`src/hdl/mlcr_pkg.sv`:
```
package mlcr_pkg;

    localparam int COORD_BITS_DEFAULT = 12;
    localparam int COLOR_BITS = 4;
    localparam int CFG_INDEX_BITS = 2;

    typedef enum logic [1:0] {
        FUNC_LOAD    = 2'd0,
        FUNC_STEP    = 2'd1,
        FUNC_RESOLVE = 2'd2
    } func_t;

    typedef enum logic [1:0] {
        KIND_LOAD  = 2'd0,
        KIND_PIXEL = 2'd1,
        KIND_PAINT = 2'd2
    } kind_t;

    localparam logic [CFG_INDEX_BITS-1:0] CFG_BACKGROUND = 2'd0;
    localparam logic [CFG_INDEX_BITS-1:0] CFG_OUTSIDE    = 2'd1;
    localparam logic [CFG_INDEX_BITS-1:0] CFG_INSIDE     = 2'd2;

    localparam logic [COLOR_BITS-1:0] BACKGROUND_RESET = 4'd10;
    localparam logic [COLOR_BITS-1:0] OUTSIDE_RESET    = 4'd14;
    localparam logic [COLOR_BITS-1:0] INSIDE_RESET     = 4'd0;

endpackage

```
`src/hdl/midpoint_line_clip_rasterizer_core.sv`:
```
// Midpoint line rasterizer with color-region clipping. A load request
// (s_tuser = 0) takes two endpoints and orders them so the walk runs upward
// in y or along the major axis; each step request (s_tuser = 1) returns the
// next pixel (the start pixel is never returned), with m_tlast on the final
// pixel and a done flag once nothing is left; a resolve request
// (s_tuser = 2) turns the framebuffer color read at that pixel into the
// paint color. Code 3 is dropped without a result. Every other request gives
// exactly one result, through the input register and then the result
// register. One request is taken every clock unless m_tready stalls the
// output: a step's decision update is a single add and compare; it writes
// the line state at the same edge that the next request enters the compute
// stage. Color registers are written through the always-ready cfg port.
module midpoint_line_clip_rasterizer_core
    import mlcr_pkg::*;
#(
    parameter int COORD_BITS = COORD_BITS_DEFAULT,
    localparam int IN_W  = ((4*COORD_BITS + COLOR_BITS + 7) / 8) * 8,
    localparam int OUT_W = ((2*COORD_BITS + COLOR_BITS + 1 + 7) / 8) * 8
) (
    input  logic                      aclk,
    input  logic                      aresetn,
    input  logic                      s_tvalid,
    output logic                      s_tready,
    // x_start, y_start, x_end, y_end, read_color (low bit up)
    input  logic [IN_W-1:0]           s_tdata,
    // func
    input  logic [1:0]                s_tuser,
    output logic                      m_tvalid,
    input  logic                      m_tready,
    // pixel_x, pixel_y, paint_color, done_res (low bit up)
    output logic [OUT_W-1:0]          m_tdata,
    // kind
    output logic [1:0]                m_tuser,
    // last
    output logic                      m_tlast,
    input  logic                      cfg_valid,
    output logic                      cfg_ready,
    input  logic [CFG_INDEX_BITS-1:0] cfg_index,
    input  logic [COLOR_BITS-1:0]     cfg_data
);

    localparam int CB = COORD_BITS;
    localparam int DW = COORD_BITS + 2;
    localparam int OUT_USED = 2*CB + COLOR_BITS + 1;

    // input stage
    logic              in_valid_reg;
    logic [IN_W-1:0]   in_data_reg;
    logic [1:0]        in_func_reg;

    // result stage
    logic              out_valid_reg;
    logic [OUT_W-1:0]  out_data_reg, out_data_next;
    logic [1:0]        out_kind_reg, out_kind_next;
    logic              out_last_reg, out_last_next;
    logic              out_fire_next;

    // color registers
    logic [COLOR_BITS-1:0] background_reg, outside_reg, inside_reg;

    // line state
    logic signed [CB-1:0] cur_x_reg, cur_x_next;
    logic signed [CB-1:0] cur_y_reg, cur_y_next;
    logic signed [CB-1:0] stop_reg, stop_next;
    logic signed [DW-1:0] decision_reg, decision_next;
    logic [CB-1:0]        delta_x_reg, delta_x_next;
    logic [CB-1:0]        delta_y_reg, delta_y_next;
    logic                 x_major_reg, x_major_next;
    logic                 neg_reg, neg_next;
    logic                 active_reg, active_next;

    logic out_free, advance;

    // load datapath
    logic signed [CB-1:0] xa, ya, xb, yb;
    logic signed [CB:0]   ddx, ddy;
    logic [CB:0]          adx_w, ady_w;
    logic [CB-1:0]        adx, ady;
    logic                 ld_neg, ld_swap, ld_xmaj;
    logic signed [DW-1:0] ax_e, ay_e, hx_e, hy_e;
    logic [COLOR_BITS-1:0] rd_color;

    // step datapath
    logic signed [DW-1:0] dx_e, dy_e;
    logic                 at_stop, minor;
    logic signed [CB-1:0] new_major;

    assign out_free = !out_valid_reg || m_tready;
    assign advance  = in_valid_reg && out_free;
    assign s_tready = !in_valid_reg || advance;
    assign cfg_ready = 1'b1;

    assign m_tvalid = out_valid_reg;
    assign m_tdata  = out_data_reg;
    assign m_tuser  = out_kind_reg;
    assign m_tlast  = out_last_reg;

    assign xa = in_data_reg[CB-1:0];
    assign ya = in_data_reg[2*CB-1:CB];
    assign xb = in_data_reg[3*CB-1:2*CB];
    assign yb = in_data_reg[4*CB-1:3*CB];
    assign rd_color = in_data_reg[4*CB +: COLOR_BITS];

    assign ddx = {xb[CB-1], xb} - {xa[CB-1], xa};
    assign ddy = {yb[CB-1], yb} - {ya[CB-1], ya};
    assign adx_w = ddx[CB] ? -ddx : ddx;
    assign ady_w = ddy[CB] ? -ddy : ddy;
    assign adx = adx_w[CB-1:0];
    assign ady = ady_w[CB-1:0];
    assign ld_neg = (!ddx[CB] && (ddx != '0) && ddy[CB])
                 || (ddx[CB] && !ddy[CB] && (ddy != '0));
    assign ld_swap = ld_neg ? (xa < xb) : ((xa > xb) || ((ddx == '0) && (ya > yb)));
    assign ld_xmaj = adx > ady;
    assign ax_e = signed'({2'b00, adx});
    assign ay_e = signed'({2'b00, ady});
    assign hx_e = signed'({3'b000, adx[CB-1:1]});
    assign hy_e = signed'({3'b000, ady[CB-1:1]});

    assign dx_e = signed'({2'b00, delta_x_reg});
    assign dy_e = signed'({2'b00, delta_y_reg});
    assign at_stop = (x_major_reg ? cur_x_reg : cur_y_reg) == stop_reg;

    always_comb begin
        cur_x_next    = cur_x_reg;
        cur_y_next    = cur_y_reg;
        stop_next     = stop_reg;
        decision_next = decision_reg;
        delta_x_next  = delta_x_reg;
        delta_y_next  = delta_y_reg;
        x_major_next  = x_major_reg;
        neg_next      = neg_reg;
        active_next   = active_reg;
        out_data_next = '0;
        out_kind_next = KIND_LOAD;
        out_last_next = 1'b0;
        out_fire_next = 1'b1;
        minor         = 1'b0;
        new_major     = '0;
        unique case (in_func_reg)
            FUNC_LOAD: begin
                x_major_next = ld_xmaj;
                neg_next     = ld_neg;
                delta_x_next = adx;
                delta_y_next = ady;
                cur_x_next   = ld_swap ? xb : xa;
                cur_y_next   = ld_swap ? yb : ya;
                stop_next    = ld_xmaj ? (ld_swap ? xa : xb) : (ld_swap ? ya : yb);
                if (ld_xmaj) begin
                    decision_next = ld_neg ? (hx_e - ay_e) : (ay_e - hx_e);
                end else begin
                    decision_next = ld_neg ? (ax_e - hy_e) : (hy_e - ax_e);
                end
                active_next = 1'b1;
            end
            FUNC_STEP: begin
                out_kind_next = KIND_PIXEL;
                if (!active_reg || at_stop) begin
                    active_next = 1'b0;
                    out_data_next[OUT_USED-1] = 1'b1;
                end else begin
                    if (x_major_reg) begin
                        if (!neg_reg) begin
                            cur_x_next    = cur_x_reg + 1'b1;
                            minor         = !decision_reg[DW-1];
                            decision_next = decision_reg + (minor ? (dy_e - dx_e) : dy_e);
                        end else begin
                            cur_x_next    = cur_x_reg - 1'b1;
                            minor         = decision_reg[DW-1] || (decision_reg == '0);
                            decision_next = decision_reg + (minor ? (dx_e - dy_e) : -dy_e);
                        end
                        if (minor && (delta_y_reg != '0)) begin
                            cur_y_next = cur_y_reg + 1'b1;
                        end
                        new_major = cur_x_next;
                    end else begin
                        cur_y_next = cur_y_reg + 1'b1;
                        if (!neg_reg) begin
                            minor         = decision_reg[DW-1] || (decision_reg == '0);
                            decision_next = decision_reg + (minor ? (dy_e - dx_e) : -dx_e);
                            if (minor && (delta_x_reg != '0)) begin
                                cur_x_next = cur_x_reg + 1'b1;
                            end
                        end else begin
                            minor         = !decision_reg[DW-1];
                            decision_next = decision_reg + (minor ? (dx_e - dy_e) : dx_e);
                            if (minor && (delta_x_reg != '0)) begin
                                cur_x_next = cur_x_reg - 1'b1;
                            end
                        end
                        new_major = cur_y_next;
                    end
                    out_data_next[CB-1:0]    = cur_x_next;
                    out_data_next[2*CB-1:CB] = cur_y_next;
                    if (new_major == stop_reg) begin
                        out_last_next = 1'b1;
                        active_next   = 1'b0;
                    end
                end
            end
            FUNC_RESOLVE: begin
                out_kind_next = KIND_PAINT;
                out_data_next[2*CB +: COLOR_BITS] =
                    (rd_color == background_reg) ? inside_reg : outside_reg;
            end
            default: begin
                // unused code: drop silently
                out_fire_next = 1'b0;
            end
        endcase
    end

    always_ff @(posedge aclk) begin
        if (!aresetn) begin
            in_valid_reg   <= 1'b0;
            out_valid_reg  <= 1'b0;
            background_reg <= BACKGROUND_RESET;
            outside_reg    <= OUTSIDE_RESET;
            inside_reg     <= INSIDE_RESET;
            cur_x_reg      <= '0;
            cur_y_reg      <= '0;
            stop_reg       <= '0;
            decision_reg   <= '0;
            delta_x_reg    <= '0;
            delta_y_reg    <= '0;
            x_major_reg    <= 1'b0;
            neg_reg        <= 1'b0;
            active_reg     <= 1'b0;
        end else begin
            if (s_tready) begin
                in_valid_reg <= s_tvalid;
            end
            if (advance) begin
                cur_x_reg    <= cur_x_next;
                cur_y_reg    <= cur_y_next;
                stop_reg     <= stop_next;
                decision_reg <= decision_next;
                delta_x_reg  <= delta_x_next;
                delta_y_reg  <= delta_y_next;
                x_major_reg  <= x_major_next;
                neg_reg      <= neg_next;
                active_reg   <= active_next;
            end
            if (out_free) begin
                out_valid_reg <= advance && out_fire_next;
            end
            if (cfg_valid && cfg_ready) begin
                if (cfg_index == CFG_BACKGROUND) begin
                    background_reg <= cfg_data;
                end else if (cfg_index == CFG_OUTSIDE) begin
                    outside_reg <= cfg_data;
                end else if (cfg_index == CFG_INSIDE) begin
                    inside_reg <= cfg_data;
                end
            end
        end
    end

    // payload registers, no reset
    always_ff @(posedge aclk) begin
        if (s_tready && s_tvalid) begin
            in_data_reg <= s_tdata;
            in_func_reg <= s_tuser;
        end
        if (advance && out_fire_next) begin
            out_data_reg <= out_data_next;
            out_kind_reg <= out_kind_next;
            out_last_reg <= out_last_next;
        end
    end

endmodule

```
`config.mk`:
```
export PLATFORM = sky130hd
export DESIGN_NAME = midpoint_line_clip_rasterizer_core
export DESIGN_NICKNAME = d
export VERILOG_FILES = /design/src/hdl/mlcr_pkg.sv /design/src/hdl/midpoint_line_clip_rasterizer_core.sv
export SDC_FILE = /design/constraint.sdc
export NUM_CORES = 1
export LEC_CHECK = 0
export BUFFER_PORTS_ARGS = -buffer_cell sky130_fd_sc_hd__buf_2
export CAP_MARGIN = 20
export CORE_UTILIZATION = 35
export CTS_CLUSTER_SIZE = 24
export DETAILED_ROUTE_END_ITERATION = 12
export HOLD_SLACK_MARGIN = 0.15
export PLACE_DENSITY = 0.5
export RECOVER_POWER = 100
export SLEW_MARGIN = 5
export SYNTH_ARGS = -nofsm -noshare
export SYNTH_HDL_FRONTEND = slang
export SYNTH_SLANG_ARGS = --single-unit
```
`constraint.sdc`:
```
create_clock -name aclk -period 14.41 [get_ports aclk]
set_clock_uncertainty 0.15 [all_clocks]
set_input_delay 2.1615 -clock aclk [delete_from_list [all_inputs] [get_ports aclk]]
set_output_delay 2.1615 -clock aclk [all_outputs]
set_load 0.01 [all_outputs]
```
==> results.sh, run 1 <==
export IMPL_critical_path_class="reg -> reg"
export IMPL_endpoint_kind="register"
export IMPL_ctsHoldBuffers=0
export IMPL_cts_path_max_buffers=2
export IMPL_dieArea_mm2=0.0456
export IMPL_hold_depth=2
export IMPL_hp_start="outside_reg[3]"
export IMPL_grt_pass1_wl_mm=73.6
export IMPL_place_gp_congestion=0.906
export IMPL_rsz0062_at_grt="false"
export IMPL_crit_required_ps=14490
export IMPL_fp_dieW_um=213
export IMPL_placedCellCount=2471
export IMPL_synth_async_reset_ratio_pct=0
export IMPL_wl_mm=47.9
export IMPL_grt_max_degree=56
export IMPL_critPathMaxStageDelay_ps=1480
export IMPL_r2r_start="in_data_reg[0]"
export IMPL_num_rows=77
export IMPL_synthTopCellsByCount="nand2_1 (170), nor2_1 (156), o21ai_0 (125), ha_1 (119)"
export IMPL_antenna_found_initial=0
export IMPL_vias_per_cell=5.50
export IMPL_path_clk_slew_ps=70
export IMPL_fill_cells=4669
export IMPL_clock_fmax_mhz=110
export IMPL_postSynthAreaPerCell_um2=8.40
export IMPL_cts_resized_gates=0
export IMPL_hp_class="reg -> reg"
export IMPL_start_kind="register"
export IMPL_holdWs_ps=333
export IMPL_outcome="finished, violations left"
export IMPL_min_period_ps=9110
export IMPL_slew_headroom_pct=-100
export IMPL_grt_use_total_pct=20.9
export IMPL_cellPowerDensity_mw_per_mm2=143
export IMPL_ys_top_cells_by_area="edfxtp_1 (17%), dfxtp_1 (12%), ha_1 (9.5%)"
export IMPL_cts_root_buf="clkbuf_16"
export IMPL_cts_sink_count=177
export IMPL_overflow=0
export IMPL_dp_hpwl_mm=37.2
export IMPL_cp_cell_sequence="ha_1 > fa_1 > nand2b_1 > a2111oi_0 > o2111ai_1 > a21oi_1 > nor2_1 > xor2_1 > inv_1 > ha_1 > o211ai_1 > a21oi_1 > nor2_1 > nand2_1 > o21ai_0 > maj3_1 > o211ai_1 > and3_1 > clkbuf_1 > a221oi_1 > nor2_1 > o21ai_0"
export IMPL_hold_viol=0
export IMPL_tightest_slew_ps=3010
export IMPL_die_h_um=213
export IMPL_largest_register_ffs=52
export IMPL_syn_cell_area_mm2=0.0157
export IMPL_first_pass_iters=9
export IMPL_yosysSeqAreaShare_pct=28.1
export IMPL_cts_made_buffers=17
export IMPL_synth_most_common_cell="nand2_1"
export IMPL_failed_checks="design-rule violations, max-capacitance violations, max-slew violations"
export IMPL_fin_crit_sh_pct=63.2
export IMPL_area_delta_synth_final_pct=8.87
export IMPL_routedWlPerCell_um=19.1
export IMPL_worst_path_most_repeated_cell="nor2_1"
export IMPL_synth_edf_count=86
export IMPL_cap_violations=8
export IMPL_cp_arrival_ps=9190
export IMPL_drive_gt1_share_pct=8.11
export IMPL_clkLatencyLatePin_ps=460
export IMPL_critPathMaxFanout=40
export IMPL_drt_initial_drc_count=812
export IMPL_synth_seq_cells=177
export IMPL_hold_end="outside_reg[3]"
export IMPL_r2r_cells=22
export IMPL_ys_types=98
export IMPL_num_vias=13782
export IMPL_drc=2
export IMPL_yosysWarnings=0
export IMPL_synth_largest_area_cell="edfxtp_1"
export IMPL_finalNonFillerCells=2504
export IMPL_initial_core_util_pct=35.5
export IMPL_power_leakage_nw=6.58
export IMPL_synth_flop_cell="dfxtp_1"
export IMPL_cts_max_level=4
export IMPL_ant_nets=0
export IMPL_ir_drop_uv=113
export IMPL_fp_coreArea_mm2=0.0441
export IMPL_drv_slew=327
export IMPL_ioPinCount=107
export IMPL_slowest_stage="clkbuf_1"
export IMPL_syn_inst=1864
export IMPL_cts_setup_buffers=0
export IMPL_netlist_area_leader_share_pct=16.5
export IMPL_reg2reg_to="decision_reg[1]"
export IMPL_diodes=0
export IMPL_setup_tns_ps=0
export IMPL_portBuffers=98
export IMPL_p_total_mw=2.44
export IMPL_first_global_vias=12896
export IMPL_reg2reg_slack_ps=5300
export IMPL_setup_violations=0
export IMPL_finalNetCount=2096
export IMPL_cts_tree="built"
report_power, final:
part,switching [mW],internal (mW)
combinational,0.823,0.552
clock,0.242,0.233
sequential,0.0325,0.557
total,1.10,1.34
cell type report:
| type | instances | area [µm²] | area share (%) |
|---|---|---|---|
| clock buffers | 17 | 425 | 2.50 |
| clock inverters | 15 | 158 | 0.925 |
| inverters | 105 | 394 | 2.31 |
| multi-input cells | 1480 | 10300 | 60.7 |
| flip-flops and latches | 177 | 4410 | 25.9 |
| well taps | 592 | 741 | 4.35 |
| repair buffers | 118 | 573 | 3.36 |
layout by cell type, fill, tap and decap left out, types with 18 or more instances in the layout:
cell and n:
buf_2 62, a21oi_1 114, a21o_1 24, mux2i_1 69
nand2_1 172, clkbuf_1 42, ha_1 119, nor2_1 155
dfxtp_1 90, nand2b_1 20, xor2_1 57, nand4_1 18
o211ai_1 45, nor3_1 63, nand3_1 59, nor2b_1 26
edfxtp_1 86, a31oi_1 19, xnor2_1 112, a211oi_1 27
inv_1 98, o21ai_0 126
how the worst max path moves through the flow:
stage / startpoint / to / slack (ps) / cells after the start
floorplan: in_data_reg[0] / decision_reg[12] / 8980 / 22
global placement: in_data_reg[0] / decision_reg[12] / 7550 / 21
detailed placement: in_data_reg[0] / decision_reg[12] / 7500 / 21
CTS: in_data_reg[0] / decision_reg[12] / 7430 / 21
global route: in_data_reg[0] / decision_reg[1] / 4620 / 22
finish: in_data_reg[0] / decision_reg[1] / 5300 / 22
cell families after synthesis:
logic type,synth area share [%]
AO/OA/AOI/OAI,20.2
XOR/XNOR,9.56
adder cells (fa/ha/maj),10.8
buffers and inverters,5.40
flip-flops,28.1
multiplexers,7.44
other,0.0480
AND/OR/NAND/NOR,18.4
layer usage:
metal  up-vias  part of all wire (%)  track usage [%]
li1       6790                     -                -
met5         -                     0                0
met2       290                    44             32.4
met1      6673                    50             30.9
met4         0                   1.4             4.90
met3        29                   4.4             2.37
metrics by stage:
stage / util [%] / cell area (µm²) / worst slack, ps
after global routing: 38.6 / 17000 / 4620
after global placement: 37.7 / 16600 / 7550
after floorplan: - / 15700 / 8980
after CTS: 39.0 / 17200 / 7430
after detailed placement: 37.7 / 16600 / 7500
final: 38.6 / 17000 / 5300
worst max-delay path, delay by kind of cell, from the launching register on:
family                   cells  cell delay (ps)
AO/OA/AOI/OAI                9             3560
buffers and inverters        2             1740
adder cells (fa/ha/maj)      4             1530
AND/OR/NAND/NOR              6              850
XOR/XNOR                     1              610
flip-flops                   1              430
Power figures use the tool's default switching activity.
==> run 2, diff against run 1 <==
PLACE_DENSITY = 0.52   (was 0.5)
clock period = 7.8 ns   (was 14.41 ns; I/O delays follow)
==> results.sh, run 2 (synthesis gave the netlist of run 1 again) <==
export IMPL_dieArea_mm2=0.0456
export IMPL_first_global_vias=12894
export IMPL_antenna_found_initial=0
export IMPL_die_h_um=213
export IMPL_placedCellCount=2473
export IMPL_sw_frac_of_total_pct=44.9
export IMPL_fp_dieW_um=213
export IMPL_slowest_stage="clkbuf_2"
export IMPL_cts_setup_buffers=0
export IMPL_cts_made_buffers=17
export IMPL_grt_pass1_wl_mm=73.9
export IMPL_drc=0
export IMPL_first_pass_iters=5
export IMPL_critical_path_class="reg -> reg"
export IMPL_power_leakage_nw=6.57
export IMPL_finalNonFillerCells=2506
export IMPL_portBuffers=98
export IMPL_rsz0062_at_grt="false"
export IMPL_place_gp_congestion=0.882
export IMPL_initial_core_util_pct=35.5
export IMPL_num_vias=13833
export IMPL_path_clk_slew_ps=80
export IMPL_path_buf_inv=4
export IMPL_cts_tree="built"
export IMPL_drv_slew=272
export IMPL_crit_required_ps=7880
export IMPL_cts_max_level=4
export IMPL_worst_path_most_repeated_cell="o21ai_0"
export IMPL_failed_checks="max-capacitance violations, max-slew violations"
export IMPL_grt_use_total_pct=21.0
export IMPL_placed_area_mm2=0.0166
export IMPL_cp_cell_sequence="inv_1 > ha_1 > inv_1 > fa_1 > a211oi_1 > o21ai_0 > a21oi_1 > o22a_1 > o21ai_0 > xnor2_1 > inv_1 > ha_1 > nand3_1 > a21oi_1 > nor2_1 > nand2_1 > o21ai_0 > maj3_2 > o211ai_1 > and3_1 > clkbuf_2 > a221oi_1 > nor2_1 > o21ai_0"
export IMPL_slew_headroom_pct=-92.5
export IMPL_ctsHoldBuffers=0
export IMPL_clkLatencyLatePin_ps=460
export IMPL_grt_max_degree=55
export IMPL_seq_area_mm2=0.00441
export IMPL_cp_arrival_ps=6870
export IMPL_cellPowerDensity_mw_per_mm2=262
export IMPL_cap_violations=6
export IMPL_critPathMaxFanout=40
export IMPL_largest_register_ffs=52
export IMPL_drt_initial_drc_count=977
export IMPL_start_kind="register"
export IMPL_combPwrFrac_pct=57.0
export IMPL_fp_coreArea_mm2=0.0441
export IMPL_pwr_share_seq_pct=24.3
export IMPL_internal_power_mw=2.47
export IMPL_hp_class="reg -> reg"
export IMPL_num_rows=77
export IMPL_cts_resized_gates=0
export IMPL_setup_violations=0
export IMPL_cpLargestDelayFamily="compound AO/OA/AOI/OAI gates"
export IMPL_clkPwrFrac_pct=18.7
export IMPL_overflow=0
export IMPL_finalNetCount=2098
export IMPL_dp_hpwl_mm=37.0
export IMPL_critPathMaxStageDelay_ps=740
export IMPL_hold_viol=0
export IMPL_cts_path_max_buffers=2
export IMPL_power_switching_mw=2.01
export IMPL_setup_tns_ps=0
export IMPL_cts_root_buf="clkbuf_16"
export IMPL_layout_common_cells="nand2_1 (171), nor2_1 (156), o21ai_0 (126), ha_1 (119), a21oi_1 (113)"
export IMPL_cts_sink_count=177
export IMPL_vias_per_cell=5.52
export IMPL_fill_cells=4634
export IMPL_ioPinCount=107
export IMPL_fin_crit_sh_pct=87.0
export IMPL_ir_drop_uv=151
export IMPL_drive_gt1_share_pct=8.20
export IMPL_min_period_ps=6790
export IMPL_outcome="finished, violations left"
export IMPL_ant_nets=0
export IMPL_multi_input_area_mm2=0.0104
export IMPL_diodes=0
export IMPL_routedWlPerCell_um=19.1
export IMPL_final_area_mm2=0.0171
export IMPL_area_delta_synth_final_pct=9.01
export IMPL_wl_mm=47.9
export IMPL_tightest_slew_ps=2890
export IMPL_holdWs_ps=338
export IMPL_layout_commonest_cell="nand2_1"
export IMPL_endpoint_kind="register"
export IMPL_clock_fmax_mhz=147
## run 2: changes by cell type in the layout (fill, tap and decap cells not counted), sizes merged
cell	before	now
clkbuf	59	66
buf	76	72
inv	111	108
clkinv	7	9
## run 2: cell type report
type / count / area share [%]
Multi-Input combinational cell: 1480 / 61.0
Sequential cell: 177 / 25.8
Tap cell: 592 / 4.34
Timing Repair Buffer: 120 / 3.34
Clock buffer: 18 / 2.52
Inverter: 105 / 2.31
Clock inverter: 14 / 0.719
## run 2: through the flow
stage	util [%]	setup WS, ps	power, mW
after floorplan	-	2370	3.06
after global placement	37.7	1460	3.61
final	38.7	1010	4.47
after detailed placement	37.7	1340	3.64
after global routing	38.7	452	4.81
after CTS	39.0	1330	4.49
## run 2: path summary, 6_finish.rpt
| kind | cells after the start | endpoint | from | slack (ps) |
|---|---|---|---|---|
| max | 24 | decision_reg[1] | in_data_reg[36] | 1010 |
| min | 2 | outside_reg[2] | outside_reg[2] | 340 |
| max reg2reg | 24 | decision_reg[1] | in_data_reg[36] | 1010 |
| min reg2reg | 2 | outside_reg[2] | outside_reg[2] | 340 |
## run 2: worst min-delay path, stage by stage (launching register included)
cell and delay, ps:
dfxtp_1 330, mux2i_1 70, nand2_1 60
## run 2: per-layer routing
metal,track usage [%],wire (µm),vias up
li1,-,-,6799
met1,31.1,24000,6700
met2,33.0,21400,301
met3,2.26,2000,33
met4,3.89,535,0
met5,0,0,-
## run 2: power by group through the flow
stage / Sequential [mW] / Clock [mW] / Combinational [mW]
after CTS: 1.09 / 0.859 / 2.55
after global routing: 1.10 / 0.891 / 2.82
final: 1.09 / 0.837 / 2.55
after floorplan: 1.08 / 0 / 1.98
after detailed placement: 1.11 / 0 / 2.53
after global placement: 1.11 / 0 / 2.50
==> run 3, diff against run 2 <==
HOLD_SLACK_MARGIN = 0.06   (was 0.15)
PLACE_DENSITY = 0.5   (was 0.52)
SKIP_CTS_REPAIR_TIMING = 1   (was not set)
clock period = 8 ns   (was 7.8 ns; I/O delays follow)
==> results.sh, run 3 (synthesis gave the netlist of run 1 again) <==
export IMPL_start_kind="register"
export IMPL_failed_checks="design-rule violations, max-capacitance violations, max-slew violations"
export IMPL_globalRouteMet1Util_pct=31.3
export IMPL_ir_drop_uv=148
export IMPL_num_rows=77
export IMPL_finalNonFillerCells=2506
export IMPL_fill_cells=4625
export IMPL_wl_mm=48.3
export IMPL_finalNetCount=2098
export IMPL_grt_max_degree=56
export IMPL_fp_dieW_um=213
export IMPL_cellPowerDensity_mw_per_mm2=259
export IMPL_num_vias=13823
export IMPL_drv_slew=246
export IMPL_ioPinCount=107
export IMPL_layout_common_cells="nand2_1 (171), nor2_1 (155), o21ai_0 (126), ha_1 (119), a21oi_1 (113)"
export IMPL_seq_area_mm2=0.00441
export IMPL_cp_arrival_ps=7080
export IMPL_diodes=0
export IMPL_grt_pass1_wl_mm=74.2
export IMPL_critical_path_class="reg -> reg"
export IMPL_ant_nets=0
export IMPL_p_total_mw=4.43
export IMPL_placed_area_mm2=0.0166
export IMPL_cts_tree="built"
export IMPL_fp_coreArea_mm2=0.0441
export IMPL_grt_busiest_layer="met2"
export IMPL_cts_made_buffers=17
export IMPL_clkLatencyLatePin_ps=460
export IMPL_dieArea_mm2=0.0456
export IMPL_cap_violations=5
export IMPL_hold_end="outside_reg[1]"
export IMPL_setup_violations=0
export IMPL_hp_class="reg -> reg"
export IMPL_final_area_mm2=0.0171
export IMPL_endpoint_kind="register"
export IMPL_dp_hpwl_mm=37.3
export IMPL_min_period_ps=7000
export IMPL_vias_per_cell=5.52
export IMPL_hp_start="outside_reg[1]"
export IMPL_hold_viol=0
export IMPL_portBuffers=98
export IMPL_area_delta_synth_final_pct=9.39
export IMPL_reg2reg_slack_ps=1000
export IMPL_use_met2_pct=32.6
export IMPL_first_pass_iters=11
export IMPL_drt_initial_drc_count=909
export IMPL_crit_required_ps=8080
export IMPL_overflow=0
export IMPL_critPathMaxFanout=21
export IMPL_clock_fmax_mhz=143
export IMPL_slew_headroom_pct=-96.3
export IMPL_grt_use_total_pct=21.2
export IMPL_hold_depth=2
export IMPL_place_gp_congestion=0.883
export IMPL_multi_input_area_mm2=0.0104
export IMPL_initial_core_util_pct=35.5
export IMPL_outcome="finished, violations left"
export IMPL_cts_max_level=4
export IMPL_power_leakage_nw=6.59
export IMPL_use_met3_pct=2.69
export IMPL_placedCellCount=2473
export IMPL_fin_crit_sh_pct=87.6
export IMPL_largest_register_ffs=52
export IMPL_r2r_start="in_data_reg[36]"
export IMPL_tightest_slew_ps=2940
export IMPL_rsz0062_at_grt="false"
export IMPL_reg2reg_to="decision_reg[13]"
export IMPL_cts_root_buf="clkbuf_16"
export IMPL_path_clk_slew_ps=80
export IMPL_cts_sink_count=177
export IMPL_antenna_found_initial=0
export IMPL_cts_path_max_buffers=2
export IMPL_r2r_cells=23
export IMPL_drc=2
export IMPL_first_global_vias=12908
export IMPL_layout_commonest_cell="nand2_1"
export IMPL_drive_gt1_share_pct=8.31
export IMPL_die_h_um=213
export IMPL_setup_tns_ps=0
export IMPL_routedWlPerCell_um=19.3
run 3: cell types whose count changed in the layout (fill, tap and decap cells not counted), sizes merged:
cell      change
buf           +3
clkinvlp      +1
clkinv        -1
bufinv        +1
clkbuf        -4
run 3: worst max-delay path by stage:
stage	from	end	slack (ps)	depth (start not counted)
floorplan	in_data_reg[0]	decision_reg[12]	2570	22
CTS	in_data_reg[0]	decision_reg[12]	1090	21
global placement	in_data_reg[0]	decision_reg[12]	1240	21
detailed placement	in_data_reg[0]	decision_reg[12]	1140	21
global route	in_data_reg[36]	decision_reg[13]	410	23
finish	in_data_reg[36]	decision_reg[13]	1000	23
run 3: cell type report:
cell class / count / share of cell area [%]
clock buffer: 17 / 2.48
clock inverter: 15 / 1.10
timing repair buffer: 120 / 3.41
sequential: 177 / 25.7
tap: 592 / 4.33
inverter: 105 / 2.30
multi-input combinational: 1480 / 60.6
run 3: through the flow:
step | util (%) | hold slack (ps) | worst slack [ps]
after floorplan | - | 294 | 2570
after global placement | 37.7 | 307 | 1240
after detailed placement | 37.7 | 316 | 1140
after CTS | 39.1 | 337 | 1090
after global routing | 38.8 | 357 | 411
final | 38.8 | 333 | 996
run 3: power breakdown:
part	switching (mW)	internal (mW)
Sequential	0.0586	1.00
Combinational	1.49	0.994
Clock	0.434	0.450
Total	1.98	2.45
run 3: worst max-delay path, stage by stage, from the launching register on:
cell      delay, ps
edfxtp_1        500
inv_1            90
ha_1            160
inv_1            50
fa_1            420
a211oi_1        320
o21ai_0         160
a21oi_1         340
o22a_1          400
o21ai_0         180
xnor2_1         530
inv_1           220
ha_1            330
nand3_1          90
a21oi_1         130
nor2_1           50
nand2_1          50
o21ai_0         160
maj3_1          460
o211ai_1        350
nand3_1         720
o311a_1         320
a211oi_1        480
nor4_1          110
run 3: layer usage:
layer | vias up | share of wire, %
li1 | 6802 | -
met1 | 6653 | 50
met2 | 332 | 44
met3 | 36 | 4.7
met4 | 0 | 1.3
met5 | - | 0
